===== src/hdl/tonego_pkg.sv =====
// ----------------------------------------------------------------------------
// tonego_pkg
// shared codes, types and reply byte tables for the telnet option negotiator
// ----------------------------------------------------------------------------
package tonego_pkg;

  // telnet command bytes
  localparam logic [7:0] CMD_IAC  = 8'hFF;
  localparam logic [7:0] CMD_DONT = 8'hFE;
  localparam logic [7:0] CMD_DO   = 8'hFD;
  localparam logic [7:0] CMD_WONT = 8'hFC;
  localparam logic [7:0] CMD_WILL = 8'hFB;
  localparam logic [7:0] CMD_SB   = 8'hFA;
  localparam logic [7:0] CMD_SE   = 8'hF0;

  // option codes and terminal-type subcodes
  localparam logic [7:0] OPT_TERM = 8'h18;
  localparam logic [7:0] OPT_FLOW = 8'h21;
  localparam logic [7:0] OPT_SGA  = 8'h03;
  localparam logic [7:0] OPT_ECHO = 8'h01;
  localparam logic [7:0] TT_SEND  = 8'h01;
  localparam logic [7:0] TT_IS    = 8'h00;

  typedef enum logic [3:0] {
    PH_DATA,
    PH_IAC,
    PH_WILL,
    PH_WONT,
    PH_DO,
    PH_DONT,
    PH_SB,
    PH_SB_IAC,
    PH_SB_TERM
  } tonego_phase_e;

  typedef enum logic [1:0] {
    FLOW_UNKNOWN,
    FLOW_DUE,
    FLOW_SENT,
    FLOW_REFUSED
  } tonego_flow_e;

  // burst segments, in emission order
  localparam int unsigned SEG_N     = 5;
  localparam int unsigned SEG_DATA  = 0;
  localparam int unsigned SEG_REPLY = 1;
  localparam int unsigned SEG_OPEN  = 2;
  localparam int unsigned SEG_FLOW  = 3;
  localparam int unsigned SEG_TERM  = 4;

  // last byte position of each segment
  localparam logic [3:0] END_DATA  = 4'd0;
  localparam logic [3:0] END_REPLY = 4'd2;
  localparam logic [3:0] END_OPEN  = 4'd11;
  localparam logic [3:0] END_FLOW  = 4'd4;
  localparam logic [3:0] END_TERM  = 4'd5;

  // what one received byte asks the emitter to send
  typedef struct packed {
    logic       data_v;
    logic [7:0] data_byte;
    logic       reply_v;
    logic [7:0] reply_cmd;
    logic [7:0] reply_opt;
    logic       open_v;
    logic       flow_v;
    logic       term_v;
  } tonego_desc_t;

  // opening offers: DO TERM, WILL SGA, DO FLOW, WILL ECHO
  function automatic logic [7:0] open_byte(input logic [3:0] idx);
    logic [7:0] b;
    case (idx)
      4'd1:    b = CMD_DO;
      4'd2:    b = OPT_TERM;
      4'd4:    b = CMD_WILL;
      4'd5:    b = OPT_SGA;
      4'd7:    b = CMD_DO;
      4'd8:    b = OPT_FLOW;
      4'd10:   b = CMD_WILL;
      4'd11:   b = OPT_ECHO;
      default: b = CMD_IAC;
    endcase
    return b;
  endfunction

  // flow-control subnegotiation: IAC SB FLOW IAC SE
  function automatic logic [7:0] flow_byte(input logic [3:0] idx);
    logic [7:0] b;
    case (idx)
      4'd1:    b = CMD_SB;
      4'd2:    b = OPT_FLOW;
      4'd4:    b = CMD_SE;
      default: b = CMD_IAC;
    endcase
    return b;
  endfunction

  // terminal-type request: IAC SB TERM SEND IAC SE
  function automatic logic [7:0] term_byte(input logic [3:0] idx);
    logic [7:0] b;
    case (idx)
      4'd1:    b = CMD_SB;
      4'd2:    b = OPT_TERM;
      4'd3:    b = TT_SEND;
      4'd5:    b = CMD_SE;
      default: b = CMD_IAC;
    endcase
    return b;
  endfunction

endpackage


===== src/hdl/tonego_if.sv =====
// ----------------------------------------------------------------------------
// tonego_if
// valid/ready channels for received bytes and produced bytes
// ----------------------------------------------------------------------------
interface tonego_in_if;
  logic       valid;
  logic       ready;
  logic [7:0] rx_byte;
  logic       chunk_end;

  modport source (output valid, output rx_byte, output chunk_end, input ready);
  modport sink   (input valid, input rx_byte, input chunk_end, output ready);
endinterface

interface tonego_out_if;
  logic       valid;
  logic       ready;
  logic [7:0] out_byte;
  logic       to_peer;
  logic       last;

  modport source (output valid, output out_byte, output to_peer, output last, input ready);
  modport sink   (input valid, input out_byte, input to_peer, input last, output ready);
endinterface


===== src/hdl/tonego_parser.sv =====
// ----------------------------------------------------------------------------
// tonego_parser
// iac sequence parser and option state, one byte per cycle while acc_i is high
// ----------------------------------------------------------------------------
module tonego_parser (
  input  logic                   clk_i,
  input  logic                   rst_ni,
  input  logic                   acc_i,
  input  logic [7:0]             rx_byte_i,
  input  logic                   chunk_end_i,
  output tonego_pkg::tonego_desc_t desc_o,
  output logic                   desc_v_o
);

  tonego_pkg::tonego_phase_e phase_q, phase_d;
  tonego_pkg::tonego_flow_e  flow_q, flow_d;
  logic will_term_q, will_term_d;
  logic will_sga_q, will_sga_d;
  logic will_echo_q, will_echo_d;
  logic opening_q, opening_d;
  logic known_q, known_d;
  logic will;

  // next parse phase
  always_comb begin
    phase_d = tonego_pkg::PH_DATA;
    case (phase_q)
      tonego_pkg::PH_DATA: begin
        phase_d = (rx_byte_i == tonego_pkg::CMD_IAC) ? tonego_pkg::PH_IAC
                                                     : tonego_pkg::PH_DATA;
      end
      tonego_pkg::PH_IAC: begin
        case (rx_byte_i)
          tonego_pkg::CMD_WILL: phase_d = tonego_pkg::PH_WILL;
          tonego_pkg::CMD_WONT: phase_d = tonego_pkg::PH_WONT;
          tonego_pkg::CMD_DO:   phase_d = tonego_pkg::PH_DO;
          tonego_pkg::CMD_DONT: phase_d = tonego_pkg::PH_DONT;
          tonego_pkg::CMD_SB:   phase_d = tonego_pkg::PH_SB;
          default:              phase_d = tonego_pkg::PH_DATA;
        endcase
      end
      tonego_pkg::PH_SB, tonego_pkg::PH_SB_TERM: begin
        if (phase_q == tonego_pkg::PH_SB_TERM && rx_byte_i == tonego_pkg::TT_IS) begin
          phase_d = tonego_pkg::PH_SB;
        end else if (rx_byte_i == tonego_pkg::CMD_IAC) begin
          phase_d = tonego_pkg::PH_SB_IAC;
        end else if (rx_byte_i == tonego_pkg::OPT_TERM) begin
          phase_d = tonego_pkg::PH_SB_TERM;
        end else begin
          phase_d = tonego_pkg::PH_SB;
        end
      end
      tonego_pkg::PH_SB_IAC: begin
        phase_d = (rx_byte_i == tonego_pkg::CMD_SE) ? tonego_pkg::PH_DATA
                                                    : tonego_pkg::PH_SB;
      end
      default: phase_d = tonego_pkg::PH_DATA;
    endcase
  end

  // option records, replies and chunk-end negotiation
  always_comb begin
    will_term_d = will_term_q;
    will_sga_d  = will_sga_q;
    will_echo_d = will_echo_q;
    flow_d      = flow_q;
    opening_d   = opening_q;
    known_d     = known_q;
    will        = (phase_q == tonego_pkg::PH_WILL);

    desc_o           = '0;
    desc_o.data_byte = rx_byte_i;
    desc_o.reply_opt = rx_byte_i;
    desc_o.reply_cmd = tonego_pkg::CMD_WONT;

    case (phase_q)
      tonego_pkg::PH_DATA: begin
        desc_o.data_v = (rx_byte_i != tonego_pkg::CMD_IAC);
      end
      tonego_pkg::PH_IAC: begin
        desc_o.data_v = (rx_byte_i == tonego_pkg::CMD_IAC);
      end
      tonego_pkg::PH_WILL, tonego_pkg::PH_WONT: begin
        case (rx_byte_i)
          tonego_pkg::OPT_TERM: will_term_d = will;
          tonego_pkg::OPT_SGA:  will_sga_d  = will;
          tonego_pkg::OPT_ECHO: will_echo_d = will;
          tonego_pkg::OPT_FLOW: flow_d = will ? tonego_pkg::FLOW_DUE
                                              : tonego_pkg::FLOW_REFUSED;
          default: ;
        endcase
      end
      tonego_pkg::PH_DO: begin
        desc_o.reply_v = 1'b1;
        if (rx_byte_i == tonego_pkg::OPT_ECHO || rx_byte_i == tonego_pkg::OPT_SGA) begin
          desc_o.reply_cmd = tonego_pkg::CMD_WILL;
        end
      end
      tonego_pkg::PH_SB_TERM: begin
        if (rx_byte_i == tonego_pkg::TT_IS) begin
          known_d = 1'b1;
        end
      end
      default: ;
    endcase

    if (chunk_end_i) begin
      desc_o.open_v = !opening_q;
      opening_d     = 1'b1;
      if (flow_d == tonego_pkg::FLOW_DUE) begin
        desc_o.flow_v = 1'b1;
        flow_d        = tonego_pkg::FLOW_SENT;
      end
      desc_o.term_v = will_term_d && !known_d;
    end
  end

  assign desc_v_o = acc_i && (desc_o.data_v || desc_o.reply_v || desc_o.open_v ||
                              desc_o.flow_v || desc_o.term_v);

  always_ff @(posedge clk_i or negedge rst_ni) begin
    if (!rst_ni) begin
      phase_q     <= tonego_pkg::PH_DATA;
      flow_q      <= tonego_pkg::FLOW_UNKNOWN;
      will_term_q <= 1'b0;
      will_sga_q  <= 1'b0;
      will_echo_q <= 1'b0;
      opening_q   <= 1'b0;
      known_q     <= 1'b0;
    end else if (acc_i) begin
      phase_q     <= phase_d;
      flow_q      <= flow_d;
      will_term_q <= will_term_d;
      will_sga_q  <= will_sga_d;
      will_echo_q <= will_echo_d;
      opening_q   <= opening_d;
      known_q     <= known_d;
    end
  end

  // opening offers go out at the first chunk end only
  a_open_once: assert property (@(posedge clk_i) disable iff (!rst_ni)
    acc_i && chunk_end_i && !opening_q |-> desc_v_o && desc_o.open_v)
    else $error("opening offers not issued at first chunk end");

  // a DO is always answered
  a_do_reply: assert property (@(posedge clk_i) disable iff (!rst_ni)
    acc_i && phase_q == tonego_pkg::PH_DO |-> desc_v_o && desc_o.reply_v)
    else $error("DO left without a reply");

  // a byte never gives both data and a reply
  a_data_or_reply: assert property (@(posedge clk_i) disable iff (!rst_ni)
    acc_i |-> !(desc_o.data_v && desc_o.reply_v))
    else $error("data byte and reply from one byte");

endmodule


===== src/hdl/tonego_emitter.sv =====
// ----------------------------------------------------------------------------
// tonego_emitter
// holds one pending burst and plays the current one out a byte per cycle while tx_o.ready is high
// ----------------------------------------------------------------------------
module tonego_emitter (
  input  logic                     clk_i,
  input  logic                     rst_ni,
  input  tonego_pkg::tonego_desc_t desc_i,
  input  logic                     desc_v_i,
  output logic                     ready_o,
  tonego_out_if.source             tx_o
);

  localparam int unsigned SegN = tonego_pkg::SEG_N;

  tonego_pkg::tonego_desc_t pend_q;
  logic                     pend_v_q, pend_v_d;
  logic [SegN-1:0]          flags_q, flags_d;
  logic [3:0]               idx_q, idx_d;
  logic [7:0]               data_q, cmd_q, opt_q;

  logic [SegN-1:0] cur_oh, rest;
  logic [3:0]      end_idx;
  logic            at_end, fire, load;
  logic [7:0]      out_byte;

  // lowest pending segment goes first
  assign cur_oh = flags_q & (~flags_q + {{(SegN-1){1'b0}}, 1'b1});
  assign rest   = flags_q & ~cur_oh;

  always_comb begin
    end_idx  = tonego_pkg::END_DATA;
    out_byte = data_q;
    case (cur_oh)
      SegN'(1) << tonego_pkg::SEG_REPLY: begin
        end_idx  = tonego_pkg::END_REPLY;
        out_byte = (idx_q == 4'd0) ? tonego_pkg::CMD_IAC
                 : (idx_q == 4'd1) ? cmd_q : opt_q;
      end
      SegN'(1) << tonego_pkg::SEG_OPEN: begin
        end_idx  = tonego_pkg::END_OPEN;
        out_byte = tonego_pkg::open_byte(idx_q);
      end
      SegN'(1) << tonego_pkg::SEG_FLOW: begin
        end_idx  = tonego_pkg::END_FLOW;
        out_byte = tonego_pkg::flow_byte(idx_q);
      end
      SegN'(1) << tonego_pkg::SEG_TERM: begin
        end_idx  = tonego_pkg::END_TERM;
        out_byte = tonego_pkg::term_byte(idx_q);
      end
      default: ;
    endcase
  end

  assign at_end        = (idx_q == end_idx);
  assign tx_o.valid    = (flags_q != '0);
  assign tx_o.out_byte = out_byte;
  assign tx_o.to_peer  = !cur_oh[tonego_pkg::SEG_DATA];
  assign tx_o.last     = at_end && (rest == '0);

  assign fire    = tx_o.valid && tx_o.ready;
  assign load    = pend_v_q && ((flags_q == '0) || (fire && tx_o.last));
  assign ready_o = !pend_v_q || load;

  always_comb begin
    flags_d  = flags_q;
    idx_d    = idx_q;
    pend_v_d = pend_v_q;
    if (fire) begin
      if (at_end) begin
        flags_d = rest;
        idx_d   = '0;
      end else begin
        idx_d = idx_q + 4'd1;
      end
    end
    if (load) begin
      flags_d[tonego_pkg::SEG_DATA]  = pend_q.data_v;
      flags_d[tonego_pkg::SEG_REPLY] = pend_q.reply_v;
      flags_d[tonego_pkg::SEG_OPEN]  = pend_q.open_v;
      flags_d[tonego_pkg::SEG_FLOW]  = pend_q.flow_v;
      flags_d[tonego_pkg::SEG_TERM]  = pend_q.term_v;
      idx_d    = '0;
      pend_v_d = 1'b0;
    end
    if (desc_v_i && ready_o) begin
      pend_v_d = 1'b1;
    end
  end

  always_ff @(posedge clk_i or negedge rst_ni) begin
    if (!rst_ni) begin
      flags_q  <= '0;
      idx_q    <= '0;
      pend_v_q <= 1'b0;
    end else begin
      flags_q  <= flags_d;
      idx_q    <= idx_d;
      pend_v_q <= pend_v_d;
    end
  end

  always_ff @(posedge clk_i) begin
    if (desc_v_i && ready_o) begin
      pend_q <= desc_i;
    end
    if (load) begin
      data_q <= pend_q.data_byte;
      cmd_q  <= pend_q.reply_cmd;
      opt_q  <= pend_q.reply_opt;
    end
  end

  a_idx_range: assert property (@(posedge clk_i) disable iff (!rst_ni)
    flags_q != '0 |-> idx_q <= end_idx)
    else $error("burst index beyond its segment");

  a_pend_held: assert property (@(posedge clk_i) disable iff (!rst_ni)
    pend_v_q && !load |=> pend_v_q)
    else $error("pending burst lost");

  a_drain_idle: assert property (@(posedge clk_i) disable iff (!rst_ni)
    fire && tx_o.last && !pend_v_q |=> !tx_o.valid)
    else $error("output valid with nothing queued");

endmodule


===== src/hdl/telnet_option_negotiator_top.sv =====
// ----------------------------------------------------------------------------
// telnet_option_negotiator_top
// path: a byte's first result passes the pending burst register and then the
// burst flags before it is valid, when the output is idle
// throughput: one received byte per cycle while each gives at most one result and the output is ready
// a byte can give up to 26 results, and the output is held until all are taken
// reset (async, active low) returns to the data phase with all options cleared
// ----------------------------------------------------------------------------
module telnet_option_negotiator_top (
  input  logic         clk_i,
  input  logic         rst_ni,
  tonego_in_if.sink    rx_i,
  tonego_out_if.source tx_o
);

  // a received byte is taken when the pending burst slot is free or drains now
  logic                     in_ready;
  logic                     acc;
  tonego_pkg::tonego_desc_t desc;
  logic                     desc_v;

  assign rx_i.ready = in_ready;
  assign acc        = rx_i.valid && in_ready;

  // parser: updates phase and option state on every accepted byte and
  // describes the burst this byte causes (data, reply, chunk-end offers)
  tonego_parser u_parser (
    .clk_i       (clk_i),
    .rst_ni      (rst_ni),
    .acc_i       (acc),
    .rx_byte_i   (rx_i.rx_byte),
    .chunk_end_i (rx_i.chunk_end),
    .desc_o      (desc),
    .desc_v_o    (desc_v)
  );

  // emitter: one pending burst plus the one in flight, so the parser can take
  // a byte while the results of the last one wait on the output side
  tonego_emitter u_emitter (
    .clk_i    (clk_i),
    .rst_ni   (rst_ni),
    .desc_i   (desc),
    .desc_v_i (desc_v),
    .ready_o  (in_ready),
    .tx_o     (tx_o)
  );

endmodule


===== src/flat_wrapper.sv =====
// flat-port wrapper written by rule: the top's interface ports become plain ports
module telnet_option_negotiator_top_flat 
  (clk_i, rst_ni, rx_i_valid, rx_i_rx_byte, rx_i_chunk_end, rx_i_ready, tx_o_valid, tx_o_out_byte, tx_o_to_peer, tx_o_last, tx_o_ready);
  tonego_in_if rx_i_i ();
  tonego_out_if tx_o_i ();
  input  logic clk_i;
  input  logic rst_ni;
  input wire logic [$bits(rx_i_i.valid)-1:0] rx_i_valid;
  input wire logic [$bits(rx_i_i.rx_byte)-1:0] rx_i_rx_byte;
  input wire logic [$bits(rx_i_i.chunk_end)-1:0] rx_i_chunk_end;
  output wire logic [$bits(rx_i_i.ready)-1:0] rx_i_ready;
  output wire logic [$bits(tx_o_i.valid)-1:0] tx_o_valid;
  output wire logic [$bits(tx_o_i.out_byte)-1:0] tx_o_out_byte;
  output wire logic [$bits(tx_o_i.to_peer)-1:0] tx_o_to_peer;
  output wire logic [$bits(tx_o_i.last)-1:0] tx_o_last;
  input wire logic [$bits(tx_o_i.ready)-1:0] tx_o_ready;
  assign rx_i_i.valid = rx_i_valid;
  assign rx_i_i.rx_byte = rx_i_rx_byte;
  assign rx_i_i.chunk_end = rx_i_chunk_end;
  assign rx_i_ready = rx_i_i.ready;
  assign tx_o_valid = tx_o_i.valid;
  assign tx_o_out_byte = tx_o_i.out_byte;
  assign tx_o_to_peer = tx_o_i.to_peer;
  assign tx_o_last = tx_o_i.last;
  assign tx_o_i.ready = tx_o_ready;
  telnet_option_negotiator_top u_core (.clk_i(clk_i), .rst_ni(rst_ni), .rx_i(rx_i_i), .tx_o(tx_o_i));
endmodule

===== config.mk =====
export PLATFORM = sky130hd
export DESIGN_NAME = telnet_option_negotiator_top_flat
export DESIGN_NICKNAME = d
export VERILOG_FILES = /design/src/hdl/tonego_pkg.sv /design/src/hdl/tonego_if.sv /design/src/hdl/tonego_parser.sv /design/src/hdl/tonego_emitter.sv /design/src/hdl/telnet_option_negotiator_top.sv /design/src/flat_wrapper.sv
export SDC_FILE = /design/constraint.sdc
export NUM_CORES = 1
export LEC_CHECK = 0
export BUFFER_PORTS_ARGS = -buffer_cell sky130_fd_sc_hd__buf_4
export CAP_MARGIN = 15
export CELL_PAD_IN_SITES_DETAIL_PLACEMENT = 1
export CELL_PAD_IN_SITES_GLOBAL_PLACEMENT = 1
export CORE_MARGIN = 4
export CORE_UTILIZATION = 25
export CTS_CLUSTER_DIAMETER = 80
export DETAILED_ROUTE_END_ITERATION = 16
export PLACE_DENSITY = 0.48
export SKIP_LAST_GASP = 1
export SYNTH_ARGS = -nofsm -noshare
export SYNTH_HDL_FRONTEND = slang
export SYNTH_SLANG_ARGS = --single-unit

===== constraint.sdc =====
create_clock -name clk_i -period 3.2 [get_ports clk_i]
set_clock_uncertainty 0.2 [all_clocks]
set_input_delay 0.8 -clock clk_i [delete_from_list [all_inputs] [get_ports clk_i]]
set_output_delay 0.8 -clock clk_i [all_outputs]
set_load 0.01 [all_outputs]

# [Word level (Yosys, flattened, before mapping)]
# Memories as Yosys holds them, arrays and structs flattened.
# Index checks and enable logic that the tools add are counted.
# Widths: inputs -> output; s select.
[word_totals] ff_bits=56 mem_bits_ro=128 out_inout_bits=12 wordCells=122 mem_count=1
[classes] n_addsub=2 eq_ne=30 muxes=35 bitwise=4 reduce_logical=33
[memory_table] memory="(no name shown)" depth=16 word_bits=8 read_ports=1 rd_ports_with_merged_regs=0 wr=0 line="tonego_pkg.sv:73" rtl="case (idx)"
[ops] operator="$pmux 8 s4" n=2
[ops] operator="$eq 8x8->1 const B" n=7
[ops] operator="$pmux 4 s4" n=2
[ops] operator="$mux 4" n=6
[ops] operator="$pmux 8 s3" n=1
[ops] operator="$eq 4x3->1 const B" n=5
[ops] operator="$eq 4x2->1 const B" n=4
[ops] operator="$mux 8" n=2
[ops] operator="$mux 5" n=3
[ops] operator="$pmux 3 s5" n=1
[ops] operator="$and 5x5->5" n=2
[ops] operator="$logic_not 5->1" n=2
[ops] operator="$mux 2" n=5
[ops] operator="$not 5->5" n=2
[ops] operator="$logic_and 1x1->1" n=9
[ops] operator="$mux 3" n=3
[ops] operator="$mux 9" n=1
[ops] operator="$eq 4x1->1 const B" n=2
[ops] operator="$eq 8x1->1 const B" n=1
[ops] operator="$eq 8x2->1 const B" n=1
[ops] operator="$eq 8x5->1 const B" n=1
[ops] operator="$eq 8x6->1 const B" n=1
[ops] operator="$logic_not 4->1" n=2
[ops] operator="$logic_not 8->1" n=1
[ops] operator="other kinds (18)" n=38

# [Depth between registers and ports, before layout]
[depth] ltp_word=15 mapped_depth=9 ltp_nobuf=8

# [Modules after synthesis]
# From an unflattened synthesis, not the netlist that was laid out.
[hier_totals] hier_cells=360 hier_area_um2=3915.0
[by_module_without_submodules] module="tonego_emitter" n_inst=1 cells_per_inst=243 area_each_um2=2942.8
[by_module_without_submodules] module="tonego_parser" n_inst=1 cells_per_inst=116 area_each_um2=965.9
[by_module_without_submodules] module="telnet_option_negotiator_top" n_inst=1 cells_per_inst=1 area_each_um2=6.3

# [Worst setup path before layout]
# OpenSTA, ideal clock, no wires.
[synth_path] path_type="input to register" start="in rx_i_rx_byte[5]" end="reg u_core.u_emitter.pend_q[0] in the netlist's numbering, enable pin" t_arrival_ns=2.634 required_ns=2.614 setup_slack_ns=-0.021 stages=6 cell_sequence="nor3_1 nand4_1 or3_1 a2111oi_4 a2111oi_2 nor2_1"
[synth_rtl] item="start, declared" line="flat_wrapper.sv:9" rtl="input wire logic [$bits(rx_i_i.rx_byte)-1:0] rx_i_rx_byte;"
[synth_rtl] item="end signal, assigned" line="tonego_emitter.sv:106" rtl="pend_q <= desc_i;"
[synth_rtl] item="end, declared" line="tonego_emitter.sv:16" rtl="tonego_pkg::tonego_desc_t pend_q;"

# [Final worst setup path]
[layout_path] start="reg u_core.u_emitter.idx_q[1]" end="out tx_o_out_byte[0]"
[layout_between] elab_chain_len=4 elab_cells_between_ends=12 cone_classes="5 x eq/ne; 5 x mux; 1 x reduce/logical; 1 x memory"
[layout_lines] item="start, declared" line="tonego_emitter.sv:19" rtl="logic [3:0] idx_q, idx_d;"
[layout_lines] item="start signal, assigned" line="tonego_emitter.sv:99" rtl="idx_q <= idx_d;"
[layout_lines] item="parallel branches: the longest is 3 deep, another holds $mem_v2 16x8"
[layout_lines] item="$pmux 8 s4 (*)" line="tonego_emitter.sv:34" rtl="case (cur_oh)"
[layout_lines] item="end, declared" line="flat_wrapper.sv:13" rtl="output wire logic [$bits(tx_o_i.out_byte)-1:0] tx_o_out_byte;"
# Every way passes the cells marked *.

==> results by group <==
Run status
  – Outcome: completed

Worst setup path
  – CP Class: reg2out
  – CP max FO: 4
  – Arrival @ worst endpoint: between 2 and 2.5 ns
  – Startpoint types: flip-flop
  – Critical Path End Type: output port
  – CP Data Required Time: ~2.2 ns

Synthesis
  – Synth unique cells: 70
  – Number of synthesized register bits: between 40 and 50
  – EDFF count, synth: 25
  – Yosys Warn Count: 0
  – Post-synth net total: between 200 and 300
  – FFs w/ async S/R, synth: a little over two fifths
  – Avg Synthesized Cell Area: 10.0 sq um
  – Mapped cell area: roughly 0.0027 sq mm
  – Post-Syn Instances: 274
  – Ys flop type: edfxtp_1
  – Post-synthesis sequential area ratio: between 40% and 50%

Place
  – Gpl congestion: roughly 0.77
  – Detailed placer's ending HPWL: just under 6 mm
  – Inst Count DP: 447
  – IO buf count: 24

Routing
  – Met2 wire length: 3.75 mm
  – Antenna Nets Post-Route: 0
  – Via count: around 2,200
  – # DRC: 0
  – Met1 wire length: between 3 and 4 mm
  – Top Metal Used: met4
  – Met3 wire length: between 150 and 200 um
  – Drt wl/cell: 16.1 um
  – DR vias/cell: a little under 5
  – TritonRoute pass-1 iters: 4
  – Detailed Route Iter0 Violations: 97
  – Routed WL: between 7 and 8 mm

Run
  – Max-Cap Viols: 0

Timing
  – Achievable Freq: 322 MHz
  – Worst slew margin: between 50% and 60%
  – Worst-margin pin slew: 0.674 ns
  – Setup TNS: 0 ns
  – Final setup viols: 0
  – Fin crit period: around 3.1 ns
  – Final Hold Viols: 0
  – Slew Limit Fails: 0
  – Part of the cycle the worst path needs: a little over nine tenths
  – Worst hold slack: between 0.15 and 0.2 ns

Clock network
  – CTS tree: yes
  – Clock buffer depth: 2
  – # H-tree levels: 2
  – Clock Latency Late Sink: roughly 0.3 ns
  – Clock sink count: 44
  – CTS buffer count: 5
  – Clock slew at reported path FFs: 0.10 ns
  – CTS Root Cell: clkbuf_8

Power and ir drop
  – Switching Fraction: between 30% and 40%
  – Internal power: about 1500 uW
  – Power share of the clock group: approximately 17%
  – P_leak: around 0.0013 uW
  – Switch Pwr: 983 uW
  – Combinational Power Share: between 50 and 60%
  – Flop pwr share: 31.9%
  – Power per cell area: 724 mW/mm^2
  – Worst vdd ir: approximately 0.00032 V

Cells and area
  – Area Growth Syn to Fin: 23.9%
  – Fillers: between 1,000 and 1,500
  – Final nets: approximately 340
  – FF/Latch Area: between 0.001 and 0.0015 sq mm
  – Commonest non-fill, non-tap cell in the layout: buf_4
  – Most frequent cells in the layout: 50 x buf_4, 25 x nor2_1, 25 x edfxtp_1, 17 x a21oi_1, 16 x dfrtp_1
  – Non-Filler Instances: between 400 and 500
  – Share of cells above drive strength 1: 32.4%
  – Number of inserted diodes: 0
  – Multi-input gate area: 0.00145 sq mm

Global route
  – First-pass GRT wire length: about 13 mm
  – GRT overflow: 0
  – GRT Util Overall: roughly an eighth
  – Vias in the first global route: between 2,000 and 2,500
  – Initial antenna violation count: 0
  – Largest net degree at the start of global routing: 21

Floorplanning
  – I/O pin count: 25
  – Row Count: 37
  – Core Box Area: approximately 0.011 sq mm
  – Die outline height: between 100 and 150 um
  – Die width: approximately 110 um
  – Full die area: about 0.013 sq mm
  – Initial Utilization: 26.1%

Worst hold path
  – Hold Crit Class: in2async
[power groups by stage]
stage | clock [uW] | sequential, uW | combinational (uW)
floorplan | 0 | 725 | 801
global placement | 0 | 787 | 1200
detailed placement | 0 | 791 | 1200
CTS | 439 | 778 | 1230
global route | 462 | 802 | 1410
finish | 425 | 784 | 1250
[layout make-up]
class,count,share of cell area (%)
flip-flops and latches,44,36.2
clock buffers,7,3.17
clock inverters,1,0.258
well taps,136,5.01
multi-input cells,205,42.8
repair buffers,50,11.0
inverters,14,1.55
[cell usage after synthesis (3+ instances only)]
cell type / number / area [sq um]
nand2b_1: 3 / 18.8
nand4_1: 7 / 43.8
nand3_1: 9 / 45.0
buf_2: 3 / 15.0
nand3b_1: 3 / 22.5
nor3_1: 12 / 60.1
a31oi_1: 3 / 18.8
a21o_1: 4 / 30.0
edfxtp_1: 25 / 751
clkbuf_1: 6 / 22.5
mux2_4: 4 / 60.1
a21bo_2: 3 / 30.0
nand2_1: 15 / 56.3
inv_1: 13 / 48.8
ha_1: 6 / 75.1
or3_1: 4 / 25.0
o21a_1: 3 / 22.5
nor2_1: 30 / 113
nor2b_1: 4 / 25.0
o21ai_0: 16 / 80.1
o22ai_1: 3 / 18.8
a21oi_1: 19 / 95.1
dfrtp_1: 19 / 475
[worst max-delay path, cell delays in order, from the launching register on]
cell and delay, ns:
dfrtp_1 0.39, inv_1 0.15, ha_2 0.24, buf_4 0.13
a21oi_1 0.05, or4_1 0.44, nand2_1 0.08, a21oi_1 0.05
o311ai_1 0.10, buf_4 0.18
[sequential cells by signal, summed over array words and instances (netlist names)]
| signal | cells |
|---|---|
| u_core.u_emitter.pend_q | 15 |
| u_core.u_emitter.opt_q | 8 |
| u_core.u_emitter.flags_q | 5 |
| u_core.u_emitter.idx_q | 4 |
| u_core.u_parser.phase_q | 4 |
| u_core.u_emitter.cmd_q | 2 |
| u_core.u_parser.flow_q | 2 |
| u_core.u_emitter.pend_v_q | 1 |
| u_core.u_parser.known_q | 1 |
| u_core.u_parser.opening_q | 1 |
| u_core.u_parser.will_term_q | 1 |
[metrics by stage]
stage / util, % / total power [uW] / cell area (sq um) / setup WS [ns]
after floorplan: - / 1530 / 2740 / 0.219
after global placement: 30.6 / 1990 / 3210 / -0.131
after detailed placement: 30.6 / 1990 / 3210 / -0.107
after CTS: 31.9 / 2450 / 3350 / 0.00144
after global routing: 32.3 / 2670 / 3400 / -0.0238
final: 32.3 / 2460 / 3400 / 0.0930
[metal layers]
layer / track usage (%) / up-vias
met4: 1.92 / 0
met5: 0 / -
met2: 21.6 / 19
met1: 16.2 / 1088
li1: - / 1119
met3: 2.51 / 2
[repair_timing]
item,in CTS,in global routing
buffers inserted,2,0
hold endpoints to repair,0,0
gates resized for setup,4,18
endpoints found under the setup margin,4,6
pin swaps,0,0
hold buffers,0,0
[logic make-up after synthesis]
group	count (synthesis)	share of synthesized area (%)
DFF	44	44.7
xor gates and xnor gates	1	0.320
buffers and inverters	25	4.11
AOI/OAI and AO/OA	80	22.4
muxes	7	3.33
adders and majority gates	7	3.10
and+or+nand+nor	110	22.0
[path summary, 6_finish.rpt]
check | from | endpoint | slack, ns | cells past startpoint
worst max-delay path | u_core.u_emitter.idx_q[1]$_DFFE_PN0P_ | tx_o_out_byte[0] | 0.09 | 9
worst min-delay path | rst_ni | u_core.u_parser.flow_q[1]$_DFFE_PN0P_ | 0.17 | 1
worst max register to register | u_core.u_parser.phase_q[3]$_DFFE_PN0P_ | u_core.u_emitter.pend_q[13]$_SDFFCE_PN1P_ | 0.42 | 6
worst min register to register | u_core.u_emitter.pend_q[3]$_DFFE_PP_ | u_core.u_emitter.opt_q[0]$_DFFE_PP_ | 0.22 | 0
max in group asynchronous | rst_ni | u_core.u_emitter.flags_q[0]$_DFFE_PN0P_ | 2.39 | 1
min in group clk_i | u_core.u_emitter.pend_q[3]$_DFFE_PP_ | u_core.u_emitter.opt_q[0]$_DFFE_PP_ | 0.22 | 0
No activity file was read; power rests on OpenSTA's default activity.
